===== config.mk =====
export PLATFORM = sky130hd
export DESIGN_NAME = rle_ctrl
export DESIGN_NICKNAME = d
export VERILOG_FILES = /design/src/rle_pkg.sv /design/src/rle_ctrl.sv
export SDC_FILE = /design/constraint.sdc
export NUM_CORES = 1
export LEC_CHECK = 0
export BUFFER_PORTS_ARGS = -buffer_cell sky130_fd_sc_hd__buf_2
export CORE_MARGIN = 2
export CORE_UTILIZATION = 40
export DETAILED_ROUTE_END_ITERATION = 8
export GPL_TIMING_DRIVEN = 0
export PLACE_DENSITY = 0.65
export SLEW_MARGIN = 20
export SYNTH_ARGS = -nofsm -noshare
export SYNTH_HDL_FRONTEND = slang
export SYNTH_SLANG_ARGS = --single-unit

===== constraint.sdc =====
create_clock -name clock -period 2 [get_ports clock]
set_input_delay 0.1 -clock clock [delete_from_list [all_inputs] [get_ports clock]]
set_output_delay 0.1 -clock clock [all_outputs]
set_load 0.01 [all_outputs]

===== src/rle_pkg.sv =====
// Shared types and constants of the run-length encoder with literal blocks.
`default_nettype none
package rle_pkg;

   // Literal store geometry and the header flag of a literal block.
   localparam int STORE_DEPTH  = 127;
   localparam int STORE_ADDR_W = 7;
   localparam logic [7:0] LIT_FLAG = 8'h80;

   // Payload of one request: one raw byte and the end-of-stream mark.
   typedef struct packed {
      logic [7:0] in_byte;
      logic       is_last;
   } req_payload_type;

   // Payload of one result word: up to four encoded bytes.
   typedef struct packed {
      logic [7:0] out_byte0;
      logic [7:0] out_byte1;
      logic [7:0] out_byte2;
      logic [7:0] out_byte3;
      logic [2:0] byte_count;
      logic       last_of_item;
   } rsp_payload_type;

   // Source of the byte that goes into the packer.
   typedef enum logic [1:0] {
      EMIT_RUN_CNT,
      EMIT_RUN_VAL,
      EMIT_LIT_HDR,
      EMIT_LIT_BODY
   } emit_sel_type;

   // Commands from the controller to the datapath.
   typedef struct packed {
      logic         load_in;
      logic         dec_lit;
      logic         inc_run;
      logic         write_lit;
      logic         clear_state;
      logic         clear_run;
      logic         clear_lit;
      logic         idx_inc;
      logic         idx_clr;
      logic         emit_valid;
      emit_sel_type emit_sel;
      logic         flush;
   } ctl_cmd_type;

   // Status from the datapath to the controller.
   typedef struct packed {
      logic match;
      logic run_gt1;
      logic run_at_max_next;
      logic lit_nonzero;
      logic lit_full;
      logic is_last;
      logic idx_at_end;
      logic byte_stall;
      logic flush_done;
   } ctl_status_type;

endpackage
`default_nettype wire


===== src/rle_ctrl.sv =====
// Encoder controller: sequences run and literal-block emission for one request.
`default_nettype none
module rle_ctrl (
   input  wire logic                    clock,
   input  wire logic                    reset,
   input  wire logic                    req_valid,
   output logic                         req_ready,
   input  wire rle_pkg::ctl_status_type status,
   output rle_pkg::ctl_cmd_type         cmd
);

   typedef enum logic [3:0] {
      S_IDLE,
      S_DECIDE,
      S_A_LIT,
      S_A_INC,
      S_B_LIT,
      S_B_WRITE,
      S_LAST,
      S_LAST_RUN,
      S_CLEAR,
      S_FLUSH,
      S_RUN_CNT,
      S_RUN_VAL,
      S_LIT_HDR,
      S_LIT_BODY
   } state_type;

   // The return state is where a run or literal-block emission goes when done.
   state_type state_ff, state_in;
   state_type ret_ff, ret_in;

   assign req_ready = (state_ff == S_IDLE);

   // Next state, return state and datapath commands.
   always_comb begin
      state_in     = state_ff;
      ret_in       = ret_ff;
      cmd          = '0;
      cmd.emit_sel = rle_pkg::EMIT_RUN_CNT;

      case (state_ff)
         S_IDLE: begin
            if (req_valid) begin
               cmd.load_in = 1'b1;
               state_in    = S_DECIDE;
            end
         end
         S_DECIDE: begin
            if (status.match) begin
               // The byte that opened the run leaves the literal store.
               cmd.dec_lit = status.lit_nonzero;
               state_in    = S_A_LIT;
            end else if (status.run_gt1) begin
               state_in = S_RUN_CNT;
               ret_in   = S_B_LIT;
            end else begin
               state_in = S_B_LIT;
            end
         end
         S_A_LIT: begin
            if (status.lit_nonzero) begin
               state_in = S_LIT_HDR;
               ret_in   = S_A_INC;
            end else begin
               state_in = S_A_INC;
            end
         end
         S_A_INC: begin
            cmd.inc_run = 1'b1;
            if (status.run_at_max_next) begin
               state_in = S_RUN_CNT;
               ret_in   = S_LAST;
            end else begin
               state_in = S_LAST;
            end
         end
         S_B_LIT: begin
            if (status.lit_full) begin
               state_in = S_LIT_HDR;
               ret_in   = S_B_WRITE;
            end else begin
               state_in = S_B_WRITE;
            end
         end
         S_B_WRITE: begin
            cmd.write_lit = 1'b1;
            state_in      = S_LAST;
         end
         S_LAST: begin
            if (!status.is_last) begin
               state_in = S_FLUSH;
            end else if (status.lit_nonzero) begin
               state_in = S_LIT_HDR;
               ret_in   = S_LAST_RUN;
            end else begin
               state_in = S_LAST_RUN;
            end
         end
         S_LAST_RUN: begin
            if (status.run_gt1) begin
               state_in = S_RUN_CNT;
               ret_in   = S_CLEAR;
            end else begin
               state_in = S_CLEAR;
            end
         end
         S_CLEAR: begin
            cmd.clear_state = 1'b1;
            state_in        = S_FLUSH;
         end
         S_FLUSH: begin
            cmd.flush = 1'b1;
            if (status.flush_done) begin
               state_in = S_IDLE;
            end
         end
         S_RUN_CNT: begin
            cmd.emit_valid = 1'b1;
            cmd.emit_sel   = rle_pkg::EMIT_RUN_CNT;
            if (!status.byte_stall) begin
               state_in = S_RUN_VAL;
            end
         end
         S_RUN_VAL: begin
            cmd.emit_valid = 1'b1;
            cmd.emit_sel   = rle_pkg::EMIT_RUN_VAL;
            if (!status.byte_stall) begin
               cmd.clear_run = 1'b1;
               state_in      = ret_ff;
            end
         end
         S_LIT_HDR: begin
            cmd.emit_valid = 1'b1;
            cmd.emit_sel   = rle_pkg::EMIT_LIT_HDR;
            if (!status.byte_stall) begin
               state_in = S_LIT_BODY;
            end
         end
         S_LIT_BODY: begin
            cmd.emit_valid = 1'b1;
            cmd.emit_sel   = rle_pkg::EMIT_LIT_BODY;
            if (!status.byte_stall) begin
               if (status.idx_at_end) begin
                  cmd.clear_lit = 1'b1;
                  cmd.idx_clr   = 1'b1;
                  state_in      = ret_ff;
               end else begin
                  cmd.idx_inc = 1'b1;
               end
            end
         end
         default: begin
            state_in = S_IDLE;
         end
      endcase
   end

   // State register.
   always_ff @(posedge clock) begin
      if (reset) begin
         state_ff <= S_IDLE;
         ret_ff   <= S_IDLE;
      end else begin
         state_ff <= state_in;
         ret_ff   <= ret_in;
      end
   end

endmodule
`default_nettype wire


Word-level counts from Yosys, hierarchy flattened
Cells that the tools add are included.
Storage, ports and cells
  register bits: 8
  logic and storage cells: 74
Cells by class
  equal/unequal tests: 28
  muxes and demuxes: 40
  reduce and logical (&&, ||, !) cells: 4
Operators with widths (number)
  $mux W4: 22
  $pmux W4 S14: 1
  $ne A2 B2 Y1 const B: 15
  $eq A4 B4 Y1 const B: 6
  $pmux W4 S6: 1
  $eq A4 B3 Y1 const B: 4
  $mux W1: 12
  $pmux W3 S4: 1
  $reduce_and A9 Y1: 1
  $eq A4 B2 Y1 const B: 2
  $reduce_and A7 Y1: 1
  $mux W3: 2
  $reduce_bool A6 Y1: 1
  $eq A4 B1 Y1 const B: 1
  $logic_not A4 Y1: 1
  $mux W2: 1

Logic depth before layout (Yosys ltp)
  depth after elaboration: 3
  mapped depth: 7
  mapped depth without buffers: 5

Worst setup path before layout
Ideal clock, no wire load.
  path kind: register to output
  start: register state_ff[3]
  end: output port cmd[6] in the netlist's numbering
  arrival: 1.481 ns
  required time: 1.900 ns
  path slack: 0.419 ns
  stages on the path, launching flop included: 6
  buffers on the path: 3
  cells stage by stage: dfxtp_1 buf_2 clkbuf_1 nand2_1 nor4_1 buf_4
RTL lines
  start, declared: RTL line rle_ctrl.sv:30  | state_type state_ff, state_in;
  start signal, assigned: RTL line rle_ctrl.sv:165  | state_ff <= state_in;
  end, declared: RTL line rle_ctrl.sv:9  | output rle_pkg::ctl_cmd_type cmd

==> metrics.txt <==
status=finished, final reports clean; RSZ-0062 raised after global routing=false; I/O pin total=26; Met1 Wirelength=1170 um; first-pass detailed-route iteration total=4; hold buffers post-CTS=0; maxcap violations=0; slew margin rel.=73.9%; WL per Instance=14.7 um; Tmin final=1.82 ns; most used cell, CP=buf_2; nature of the critical path endpoint=output port; DR vias=1054; Power Dens Cells=1530 nW/um^2; synthesized net count=138; asr flop ratio synth=0%; slack of the worst reg-to-reg path=0.19 ns; Least-Margin Pin Slew=0.390 ns; Total Routing Usage GR=24.0%; top post-synthesis cells by area=dfxtp_1, a21oi_1, nand2_1; Cell Area, Synth=831 um^2; worst-path fanout max=10; row count=16; clk_skew=0.00711 ns; Post-synth EDFFs=0; post-synthesis sequential area ratio=19.3%; die area=2460 um^2; Die H=49.6 um; Final GP Congestion=0.979; Die Wd=49.6 um; Mean Syn Cell Area=6.59 um^2; Unique masters post-synth=38; critical path's largest stage delay=0.33 ns; Sink Count=8; top-count cell post-synth=a21oi_1; Num CTS Buffers=3; # Post-CTS Setup Buffers=0; core area=1960 um^2; first-pass GRT wire length=4600 um; met3 wire length=178 um; Worst setup endpoint=cmd[6]; Yosys top cell area share=19.3%; CP max stage cell=dfxtp_1; Syn Inst Count=126; DP Worst Slack=-0.00897 ns; CP bufs+invs=4; Initial Util=42.3%; Antenna Cells=0; yosys warns=0; Initial DRC Count=33; reg-to-reg critical path startpoint=state_ff[2]; Syn-to-layout area delta=21.7%; # DRC=0; final period utilization=90.8%; CTS tree=built; Pleak=0.454 nW; layout cells sized above 1=24.8%; worst setup path startpoint=state_ff[2]; dpl hpwl=2030 um; Hold Slack=0.224 ns; count of pins over their slew limit=0; htree depth=1; Vias/cell=5.86; CTS max path bufs=2; post-route ant nets=0; fin worst setup slack=0.185 ns; crit-path cells=buf_2, buf_2, nand2_1, nor4_1, buf_4, buf_2; Worst IR Drop VDD=0.000806 V; Max Clk Rate=551 MHz; CP arrival=1.72 ns; ys flop type=dfxtp_1; Top delay family on crit path=buffers and inverters; CP Class=reg -> out; largest net degree at the start of global routing=11; Final #Nets=167; Worst setup SP type=register; DR WL met2=1260 um; Worst-path clk slew=0.06 ns; worst skew pair latency=0.25 ns; Finish-stage setup viols=0; initial antenna violation count=0; root buf cell=clkbuf_4; WL final=2640 um; remaining global-route overflow=0; port bufs=24; Top Layer Used=met4; register bit count reported by yosys=8; min-delay worst type=in -> reg; Final Hold Vio Count=0; Required @ worst endpoint=1.90 ns; FF-to-FF End=state_ff[3]; Worst R2R Path Depth=7; synth cell count leaders=a21oi_1, nand2_1; most area-hungry cell type in the Yosys netlist=dfxtp_1; Crit. path cell count=6; vias in the first global route=997
-- cell type report --
class | instances | area [um^2]
inverter | 8 | 30.0
clock buffer | 3 | 22.5
multi-input combinational | 99 | 589
tap | 27 | 33.8
buffer | 11 | 55.1
fill | 239 | 951
timing repair buffer | 24 | 120
sequential | 8 | 160
-- layer usage --
metal / track usage (%) / vias to the layer above
li1: - / 517
met1: 32.5 / 495
met2: 37.6 / 38
met3: 6.06 / 4
met4: 6.48 / 0
met5: 0 / -
-- state kept, by name, summed over array words and instances (netlist names) --
| register | cells |
|---|---|
| state_ff | 4 |
| ret_ff | 4 |
-- worst min path at each step --
| stage | start | slack, ns | to | cells past startpoint |
|---|---|---|---|---|
| final | reset | 0.22 | ret_ff[1] | 2 |
| after global routing | reset | 0.28 | ret_ff[0] | 2 |
| after CTS | reset | 0.22 | ret_ff[1] | 2 |
| after detailed placement | ret_ff[1] | 0.47 | ret_ff[1] | 2 |
| after global placement | ret_ff[0] | 0.46 | ret_ff[0] | 2 |
| after floorplan | status[2] | 0.25 | cmd[5] | 1 |
-- placed cells by master (no fill, tap or decap), types with 2 or more instances in the layout --
cell type  synthesis  final
o22ai_1            2      2
nand3_1            3      3
nor2_1             8      8
clkbuf_1           4      2
nor3_1             5      5
o21a_1             2      2
nand2_1           13     13
clkbuf_4           0      3
o211ai_1           3      3
dfxtp_1            8      8
nand2b_1           5      5
buf_2              6     30
a21oi_1           14     14
o21ai_0            8      8
o21ai_1            3      3
and3b_1            2      2
nor4_1             4      4
clkbuf_2           0      2
a311oi_1           3      3
a221oi_1           2      2
or4_1              2      2
inv_1              8      8
nor2b_1            3      3
a21o_1             2      2
-- cell families (layout without fill, tap and decap cells) --
logic type | count (synthesis) | after routing | synth area share [%]
AND/OR/NAND/NOR | 49 | 49 | 30.9
AO/OA/AOI/OAI | 48 | 48 | 37.7
buffers and inverters | 19 | 46 | 9.94
flip-flops | 8 | 8 | 19.3
XOR/XNOR | 1 | 1 | 1.05
multiplexers | 1 | 1 | 1.20
-- metrics by stage --
step	instance area [um^2]	utilization [%]	instances	total power [mW]	TNS (ns)
5_1_grt	1010	51.5	180	1.71	0
3_3_place_gp	985	50.2	177	1.39	0
4_1_cts	1010	51.4	180	1.53	0
2_1_floorplan	831	-	126	1.08	0
3_5_place_dp	985	50.2	177	1.40	-0.00897
6_report	1010	51.5	180	1.54	0
-- power breakdown --
group          switching [mW]  internal [mW]
Clock                  0.0538         0.0686
Combinational           0.727          0.428
Sequential             0.0498          0.214
Total                   0.831          0.711
-- what timing repair did --
action / CTS / global route
setup endpoints to repair: 1 / 3
gates resized for setup: 1 / 3
cloned: 0 / 0
No activity file was read; power rests on OpenSTA's default activity.
