<file path="src/rle_pkg.sv">
// Shared types and constants of the run-length encoder with literal blocks.
`default_nettype none
package rle_pkg;

   // Literal store geometry and the header flag of a literal block.
   localparam int STORE_DEPTH  = 127;
   localparam int STORE_ADDR_W = 7;
   localparam logic [7:0] LIT_FLAG = 8'h80;

   // Payload of one request: one raw byte and the end-of-stream mark.
   typedef struct packed {
      logic [7:0] in_byte;
      logic       is_last;
   } req_payload_type;

   // Payload of one result word: up to four encoded bytes.
   typedef struct packed {
      logic [7:0] out_byte0;
      logic [7:0] out_byte1;
      logic [7:0] out_byte2;
      logic [7:0] out_byte3;
      logic [2:0] byte_count;
      logic       last_of_item;
   } rsp_payload_type;

   // Source of the byte that goes into the packer.
   typedef enum logic [1:0] {
      EMIT_RUN_CNT,
      EMIT_RUN_VAL,
      EMIT_LIT_HDR,
      EMIT_LIT_BODY
   } emit_sel_type;

   // Commands from the controller to the datapath.
   typedef struct packed {
      logic         load_in;
      logic         dec_lit;
      logic         inc_run;
      logic         write_lit;
      logic         clear_state;
      logic         clear_run;
      logic         clear_lit;
      logic         idx_inc;
      logic         idx_clr;
      logic         emit_valid;
      emit_sel_type emit_sel;
      logic         flush;
   } ctl_cmd_type;

   // Status from the datapath to the controller.
   typedef struct packed {
      logic match;
      logic run_gt1;
      logic run_at_max_next;
      logic lit_nonzero;
      logic lit_full;
      logic is_last;
      logic idx_at_end;
      logic byte_stall;
      logic flush_done;
   } ctl_status_type;

endpackage
`default_nettype wire

</file>
<file path="src/rle_ram.sv">
// Generic single-write, single-read RAM with registered read data.
`default_nettype none
module rle_ram #(
   parameter int WIDTH = 8,
   parameter int DEPTH = 127
) (
   input  wire logic                     clock,
   input  wire logic                     we,
   input  wire logic [$clog2(DEPTH)-1:0] waddr,
   input  wire logic [WIDTH-1:0]         wdata,
   input  wire logic [$clog2(DEPTH)-1:0] raddr,
   output logic      [WIDTH-1:0]         rdata
);

   logic [WIDTH-1:0] mem_ff [DEPTH];
   logic [WIDTH-1:0] rdata_ff;

   // Write port and registered read port.
   always_ff @(posedge clock) begin
      if (we) begin
         mem_ff[waddr] <= wdata;
      end
      rdata_ff <= mem_ff[raddr];
   end

   assign rdata = rdata_ff;

endmodule
`default_nettype wire

</file>
<file path="src/rle_datapath.sv">
// Encoder datapath: stream state, literal store, word packer and result register.
`default_nettype none
module rle_datapath #(
   parameter int MAX_SEQ = 127
) (
   input  wire logic                     clock,
   input  wire logic                     reset,
   input  wire rle_pkg::req_payload_type req_payload,
   input  wire rle_pkg::ctl_cmd_type     cmd,
   output rle_pkg::ctl_status_type       status,
   output logic                          rsp_valid,
   input  wire logic                     rsp_ready,
   output rle_pkg::rsp_payload_type      rsp_payload
);

   // Latched request and stream state.
   logic [7:0] in_byte_ff, in_byte_in;
   logic       is_last_ff, is_last_in;
   logic [7:0] prev_ff, prev_in;
   logic [6:0] run_len_ff, run_len_in;
   logic [6:0] lit_cnt_ff, lit_cnt_in;
   logic [rle_pkg::STORE_ADDR_W-1:0] idx_ff, idx_in;

   // Packer staging word and result register.
   logic [3:0][7:0] stage_ff, stage_in;
   logic [2:0]      stage_cnt_ff, stage_cnt_in;
   logic            rsp_valid_ff, rsp_valid_in;
   rle_pkg::rsp_payload_type rsp_data_ff, rsp_data_in;

   logic [7:0] ram_rdata;
   logic [rle_pkg::STORE_ADDR_W-1:0] ram_raddr;
   logic [7:0] emit_byte;
   logic       can_push;
   logic       byte_stall;
   logic       taken;
   logic       push;
   logic [1:0] wr_slot;

   // The read address moves ahead as soon as a body byte is taken.
   assign ram_raddr = idx_ff + rle_pkg::STORE_ADDR_W'(cmd.idx_inc);

   rle_ram #(
      .WIDTH (8),
      .DEPTH (rle_pkg::STORE_DEPTH)
   ) u_store (
      .clock (clock),
      .we    (cmd.write_lit),
      .waddr (lit_cnt_ff),
      .wdata (in_byte_ff),
      .raddr (ram_raddr),
      .rdata (ram_rdata)
   );

   // Select the encoded byte offered to the packer.
   always_comb begin
      case (cmd.emit_sel)
         rle_pkg::EMIT_RUN_CNT:  emit_byte = {1'b0, run_len_ff};
         rle_pkg::EMIT_RUN_VAL:  emit_byte = prev_ff;
         rle_pkg::EMIT_LIT_HDR:  emit_byte = rle_pkg::LIT_FLAG | {1'b0, lit_cnt_ff};
         rle_pkg::EMIT_LIT_BODY: emit_byte = ram_rdata;
         default:                emit_byte = prev_ff;
      endcase
   end

   // Packer handshake: a full staging word moves out when the result register frees.
   assign can_push   = !rsp_valid_ff || rsp_ready;
   assign byte_stall = (stage_cnt_ff == 3'd4) && !can_push;
   assign taken      = cmd.emit_valid && !byte_stall;
   assign push       = (taken && (stage_cnt_ff == 3'd4)) ||
                       (cmd.flush && (stage_cnt_ff != 3'd0) && can_push);
   assign wr_slot    = push ? 2'd0 : stage_cnt_ff[1:0];

   // Next values of the stream state.
   always_comb begin
      in_byte_in = in_byte_ff;
      is_last_in = is_last_ff;
      if (cmd.load_in) begin
         in_byte_in = req_payload.in_byte;
         is_last_in = req_payload.is_last;
      end

      prev_in = prev_ff;
      if (cmd.clear_state) begin
         prev_in = 8'd0;
      end else if (cmd.write_lit) begin
         prev_in = in_byte_ff;
      end

      run_len_in = run_len_ff;
      if (cmd.clear_state || cmd.clear_run) begin
         run_len_in = 7'd0;
      end else if (cmd.write_lit) begin
         run_len_in = 7'd1;
      end else if (cmd.inc_run) begin
         run_len_in = run_len_ff + 7'd1;
      end

      lit_cnt_in = lit_cnt_ff;
      if (cmd.clear_state || cmd.clear_lit) begin
         lit_cnt_in = 7'd0;
      end else if (cmd.dec_lit) begin
         lit_cnt_in = lit_cnt_ff - 7'd1;
      end else if (cmd.write_lit) begin
         lit_cnt_in = lit_cnt_ff + 7'd1;
      end

      idx_in = idx_ff;
      if (cmd.idx_clr || cmd.clear_state) begin
         idx_in = '0;
      end else if (cmd.idx_inc) begin
         idx_in = idx_ff + rle_pkg::STORE_ADDR_W'(1);
      end
   end

   // Next values of the packer and the result register.
   always_comb begin
      stage_in     = stage_ff;
      stage_cnt_in = stage_cnt_ff;
      rsp_valid_in = rsp_valid_ff && !rsp_ready;
      rsp_data_in  = rsp_data_ff;

      if (push) begin
         rsp_valid_in             = 1'b1;
         rsp_data_in.out_byte0    = stage_ff[0];
         rsp_data_in.out_byte1    = stage_ff[1];
         rsp_data_in.out_byte2    = stage_ff[2];
         rsp_data_in.out_byte3    = stage_ff[3];
         rsp_data_in.byte_count   = stage_cnt_ff;
         rsp_data_in.last_of_item = cmd.flush;
         stage_cnt_in             = 3'd0;
      end

      if (taken) begin
         // A fresh word starts with its unused bytes at zero.
         if (wr_slot == 2'd0) begin
            stage_in = '0;
         end
         stage_in[wr_slot] = emit_byte;
         stage_cnt_in      = {1'b0, wr_slot} + 3'd1;
      end
   end

   // Registers: control state is reset, payload is not.
   always_ff @(posedge clock) begin
      if (reset) begin
         prev_ff      <= 8'd0;
         run_len_ff   <= 7'd0;
         lit_cnt_ff   <= 7'd0;
         idx_ff       <= '0;
         stage_cnt_ff <= 3'd0;
         rsp_valid_ff <= 1'b0;
      end else begin
         prev_ff      <= prev_in;
         run_len_ff   <= run_len_in;
         lit_cnt_ff   <= lit_cnt_in;
         idx_ff       <= idx_in;
         stage_cnt_ff <= stage_cnt_in;
         rsp_valid_ff <= rsp_valid_in;
      end
      in_byte_ff  <= in_byte_in;
      is_last_ff  <= is_last_in;
      stage_ff    <= stage_in;
      rsp_data_ff <= rsp_data_in;
   end

   // Status toward the controller.
   always_comb begin
      status.match           = (run_len_ff != 7'd0) && (in_byte_ff == prev_ff);
      status.run_gt1         = run_len_ff > 7'd1;
      status.run_at_max_next = ({1'b0, run_len_ff} + 8'd1) >= 8'(MAX_SEQ);
      status.lit_nonzero     = lit_cnt_ff != 7'd0;
      status.lit_full        = lit_cnt_ff >= 7'(MAX_SEQ);
      status.is_last         = is_last_ff;
      status.idx_at_end      = idx_ff == (lit_cnt_ff - 7'd1);
      status.byte_stall      = byte_stall;
      status.flush_done      = (stage_cnt_ff == 3'd0) || can_push;
   end

   assign rsp_valid   = rsp_valid_ff;
   assign rsp_payload = rsp_data_ff;

endmodule
`default_nettype wire

</file>
<file path="config.mk">
export PLATFORM = sky130hd
export DESIGN_NAME = rle_datapath
export DESIGN_NICKNAME = d
export VERILOG_FILES = /design/src/rle_pkg.sv /design/src/rle_ram.sv /design/src/rle_datapath.sv
export SDC_FILE = /design/constraint.sdc
export NUM_CORES = 1
export LEC_CHECK = 0
export CORE_AREA = 2 2 295 443
export CTS_CLUSTER_DIAMETER = 40
export DETAILED_ROUTE_END_ITERATION = 12
export DIE_AREA = 0 0 297 445
export DONT_BUFFER_PORTS = 1
export PLACE_DENSITY_LB_ADDON = 0.2
export SLEW_MARGIN = 20
export SYNTH_ARGS = -nofsm -noshare
export SYNTH_HDL_FRONTEND = slang
export SYNTH_HIERARCHICAL = 1
export SYNTH_SLANG_ARGS = --single-unit
export TNS_END_PERCENT = 10
</file>
<file path="constraint.sdc">
create_clock -name clock -period 4.5 [get_ports clock]
set_input_delay 1.35 -clock clock [delete_from_list [all_inputs] [get_ports clock]]
set_output_delay 1.35 -clock clock [all_outputs]
set_load 0.01 [all_outputs]
</file>
# Yosys cells after proc, flatten, opt, wreduce, memory -nomap -nowiden
# Memories as Yosys holds them, arrays and structs flattened. A register that Yosys moved wholly into a read port is not among the register bits.
# Index checks and enable logic that the tools add are counted.
# totals
register_bits	110
n_memories	1
output_inout_bits	46
mem_bits_rw	1016
word_cells	86
input_bits	25
# memory_table
memory	words	width	rd	rd_ports_with_merged_regs	write_ports	line	rtl
u_store.mem_ff	127	8	1	1	1	rle_ram.sv:15	logic [WIDTH-1:0] mem_ff [DEPTH];
# op_classes
magnitude_cmp	5
n_eq_ne	6
addsub	7
muxes	16
n_reduce_logical	32
# ops
op	count
2-to-1 mux 32 bit	2
bitwise mux 32 bit	1
case mux 8 bit (4 select lines)	1
adder 7 x 1 -> 7 bit, second input constant	3
demux 8 bit (select 2 bit)	1
2-to-1 mux 7 bit	2
nonzero test 7 bit	2
adder 7 x 1 -> 8 bit, second input constant	1
equality test 8 bit	1
greater-or-equal comparator 8 x 7 -> 1 bit, second input constant	1
logical AND 1 bit	8
2-to-1 mux 8 bit	1
OR reduction 2 bit	4
adder 7 x 1 -> 7 bit	1
equality test 7 bit	1
greater-or-equal comparator 7 bit, second input constant	1
greater-than comparator 7 x 1 -> 1 bit, second input constant	1
subtractor 7 x 1 -> 7 bit, second input constant	1
logical OR 1 bit	6
2-to-1 mux 3 bit	2
nonzero test 2 bit	3
2-to-1 mux 1 bit	5
equality test 2 bit, second input constant	2
zero test 1 bit	4
10 further kinds	11

# Logic depth before layout (Yosys ltp)
# depth
depth_word	14
mapped_depth	12
ltp_nobuf	10

# Hierarchy
# Netlist, hierarchy kept.
# by_module_without_submodules
module	seq_area_each_um2	cells_each	area_per_inst_um2	n_inst
rle_ram	30669.4	1882	39800.7	1
rle_datapath	2972.9	378	4834.6	1

# Least setup slack after synthesis
# Ideal clock, no wire load.
# synth_path
path_kind	reg2out
from	register in_byte_ff[7]
to	output port status[8] in the netlist's numbering
t_arrival_ns	2.504
slack_ns	0.646
n_path_buf	0
stages_incl_launch_ff	4
cell_sequence	edfxtp_1 > xnor2_1 > nand4_1 > a211oi_1
# synth_rtl
element	line	rtl
start: declaration	rle_datapath.sv:17	logic [7:0] in_byte_ff, in_byte_in;
start signal: assignment	rle_datapath.sv:160	in_byte_ff <= in_byte_in;
end: declaration	rle_datapath.sv:10	output rle_pkg::ctl_status_type status,

==> flow_metrics.tcl <==
set metrics [dict create \
    outcome "completed" \
    synth_area_leader_cell "edfxtp_1" \
    post_cts_buffers 0 \
    rsz0062_at_grt "no" \
    synth_edf_count 1093 \
    dieArea_sq_mm 0.1322 \
    synth_area_leaders "edfxtp_1 74%, mux4_2 12%, dfxtp_1 1.8%" \
    drc_errors 0 \
    dr_wl_met3_microns 6235 \
    final_cell_mix "1093 x edfxtp_1, 241 x mux4_2, 183 x nor2_1" \
    layout.nets 2450 \
    clock_latency_ns 0.75 \
    ant_nets 0 \
    fillCellCount 11473 \
    grt_pass1_vias 23873 \
    wl_met1_microns 44590 \
    irDropWorstVdd_v 0.0003185 \
    cts.sinks 1134 \
    fin_util_pct 40.29 \
    core_area_sq_mm 0.1281 \
    hpwlAfterDp_microns 83340 \
    die_w_microns 297 \
    layout_commonest_cell "edfxtp_1" \
    drt_iter0_drc 1801 \
    via_per_inst 5.316 \
    slew_violations 0 \
    p_per_area_mw_per_mm2 441.3 \
    synth.top_cell.area_share_pct 73.53 \
    h-tree-depth 3 \
    grt_pass1_wl_microns 175900 \
    finClkSkew_ns 0.03574 \
    fin_crit_ns 4.102 \
    fp.dieH_microns 445 \
    numCtsBuffers 121 \
    antenna_found_initial 2 \
    synth-seq-area-share_pct 75.37 \
    clock_path_buffers 3 \
    final-instance-count-excl-fill 4220 \
    postCtsResizedCells 0 \
    synth.cell_area_sq_mm 0.04464 \
    worstHoldPathType "register to register" \
    routedWlPerCell_microns 29.09 \
    wl_met2_microns 66750 \
    p_leak_uw 0.01598 \
    start_kind "register" \
    synthesis.nets 2299 \
    grt_max_degree 129 \
    yosys_warnings 6 \
    synth_cell_types 62 \
    initial_core_util_pct 34.84 \
    grtUsageTotal_pct 18.63 \
    io_buffers 0 \
    tightest_slew_ns 1.149 \
    fmax_ghz 0.2438 \
    synth_ff_type "edfxtp_1" \
    synth-seq-cells 1134 \
    gr-total-overflow 0 \
    critPathArrivalTime_ns 2.75 \
    vias 22433 \
    worstPathMaxFanout 4 \
    synthCells 2260 \
    topRoutingLayerUsed "met4" \
    cp-end-kind "output port" \
    drive_gt1_share_pct 25.52 \
    root_buffer "clkbuf_16" \
    cp.required_ns 3.15 \
    hold_buffers 0 \
    ys_async_sr_fraction_pct 0 \
    wl_microns 122700 \
    path_clk_slew_ns 0.06 \
    drtPass1Iterations 5 \
    fin_crit_sh_pct 91.16 \
    maxCapViolCount 0 \
    tns_ns 0 \
    hold_violations 0 \
    relSlewSlack_pct 23.12 \
    syn_to_final_growth_pct 15.64 \
    rows 161 \
    setup-violations-final 0 \
    syn-mean-instance-area_sq_um 19.75 \
    ioPinCount 71 \
    globalplace.congestion 0.8758 \
    critPathKind "register to output port" \
    cts_tree "built" \
    dp.cells 3999 \
]
-- cell type report --
| class | count | area (sq um) | share of cell area (%) |
|---|---|---|---|
| Antenna cell | 1 | 2.502 | 0.004848 |
| Sequential cell | 1134 | 33640 | 65.18 |
| Inverter | 13 | 48.80 | 0.09454 |
| Clock buffer | 147 | 3168 | 6.138 |
| Multi-Input combinational cell | 988 | 10320 | 19.99 |
| Timing Repair Buffer | 153 | 1424 | 2.759 |
| Tap cell | 1711 | 2141 | 4.148 |
| Clock inverter | 73 | 869.6 | 1.685 |
-- state kept, by name (all words and copies together) (netlist names) --
name and count:
u_store/mem_ff 1016, prev_ff 8, stage_ff 32, run_len_ff 7, rsp_payload 36, is_last_ff 1, stage_cnt_ff 3, lit_cnt_ff 7
idx_ff 7, u_store/rdata 8, rsp_valid 1, in_byte_ff 8
-- critical path: stages, from the launching register on --
cell and delay (ns):
dfxtp_1 0.31, inv_1 0.11, ha_1 0.24, nor3b_1 0.59, nand2_1 0.11, o22a_1 0.20, nor4_2 0.46
-- synth_stat cells, types with 3 or more instances --
cell / instances
mux2i_1: 41
nor2_1: 184
o21ai_0: 23
nand2_1: 45
nand2b_1: 13
a21oi_1: 25
nor3_1: 19
xor2_1: 18
o31ai_1: 6
nand3b_1: 9
nor4_1: 19
mux4_2: 241
and3_1: 4
nor4_2: 3
buf_6: 10
nor3b_1: 4
nand3_1: 28
buf_2: 34
and2_1: 35
clkbuf_1: 49
edfxtp_1: 1093
inv_1: 12
or2_2: 4
or3_1: 10
o22ai_1: 30
a221oi_1: 3
o211ai_1: 8
nor2b_1: 31
mux4_1: 4
buf_12: 3
a211oi_1: 26
or3b_2: 3
nand4_1: 15
buf_1: 6
dfxtp_1: 41
xnor2_1: 24
buf_4: 23
ha_1: 14
a22oi_1: 39
mux2_2: 31
-- through the flow --
step | area [sq um] | hold WS, ns | total power [uW] | setup slack [ns]
global route | 51610 | 0.4277 | 23470 | 0.2177
detailed placement | 47570 | 0.4045 | 13060 | 0.09687
finish | 51610 | 0.4163 | 22780 | 0.3977
floorplan | 44640 | 0.4003 | 12610 | 0.6460
CTS | 51610 | 0.4185 | 23040 | 0.2827
global placement | 47570 | 0.4028 | 13040 | 0.02153
-- path summary, 6_finish.rpt --
| kind | slack (ns) | cells after the start | endpoint | from |
|---|---|---|---|---|
| max | 0.40 | 6 | status[2] | lit_cnt_ff[0] |
| min | 0.42 | 0 | rsp_payload[33] | stage_ff[5] |
| max reg2reg | 0.93 | 10 | u_store/rdata[6] | idx_ff[0] |
| min reg2reg | 0.42 | 0 | rsp_payload[33] | stage_ff[5] |
-- where the power goes --
group / internal [uW] / leakage (uW) / switching (uW) / total, uW
Sequential: 11700 / 0.0102 / 76.6 / 11800
Clock: 5680 / 0.00193 / 4300 / 9980
Combinational: 353 / 0.00382 / 641 / 993
-- routing by layer --
metal  global-route usage [%]  vias to the layer above
met5                        0                        -
met3                    2.861                      186
li1                         -                     9528
met1                    21.06                    12027
met4                    8.225                        0
met2                    34.58                      692
-- cell families (layout without fill, tap and decap cells) --
kind of cell    after synthesis  in the layout  share of synthesized area, %
flops                      1134           1134                         75.37
simple gates                433            433                         4.796
mux                         317            317                         14.10
compound gates              181            181                         2.770
buf+inv                     138            386                         1.727
xor+xnor                     42             42                        0.8241
fa+ha+maj                    15             15                        0.4149
other cells                   0              1                             0
(Power assumes the default switching activity.)
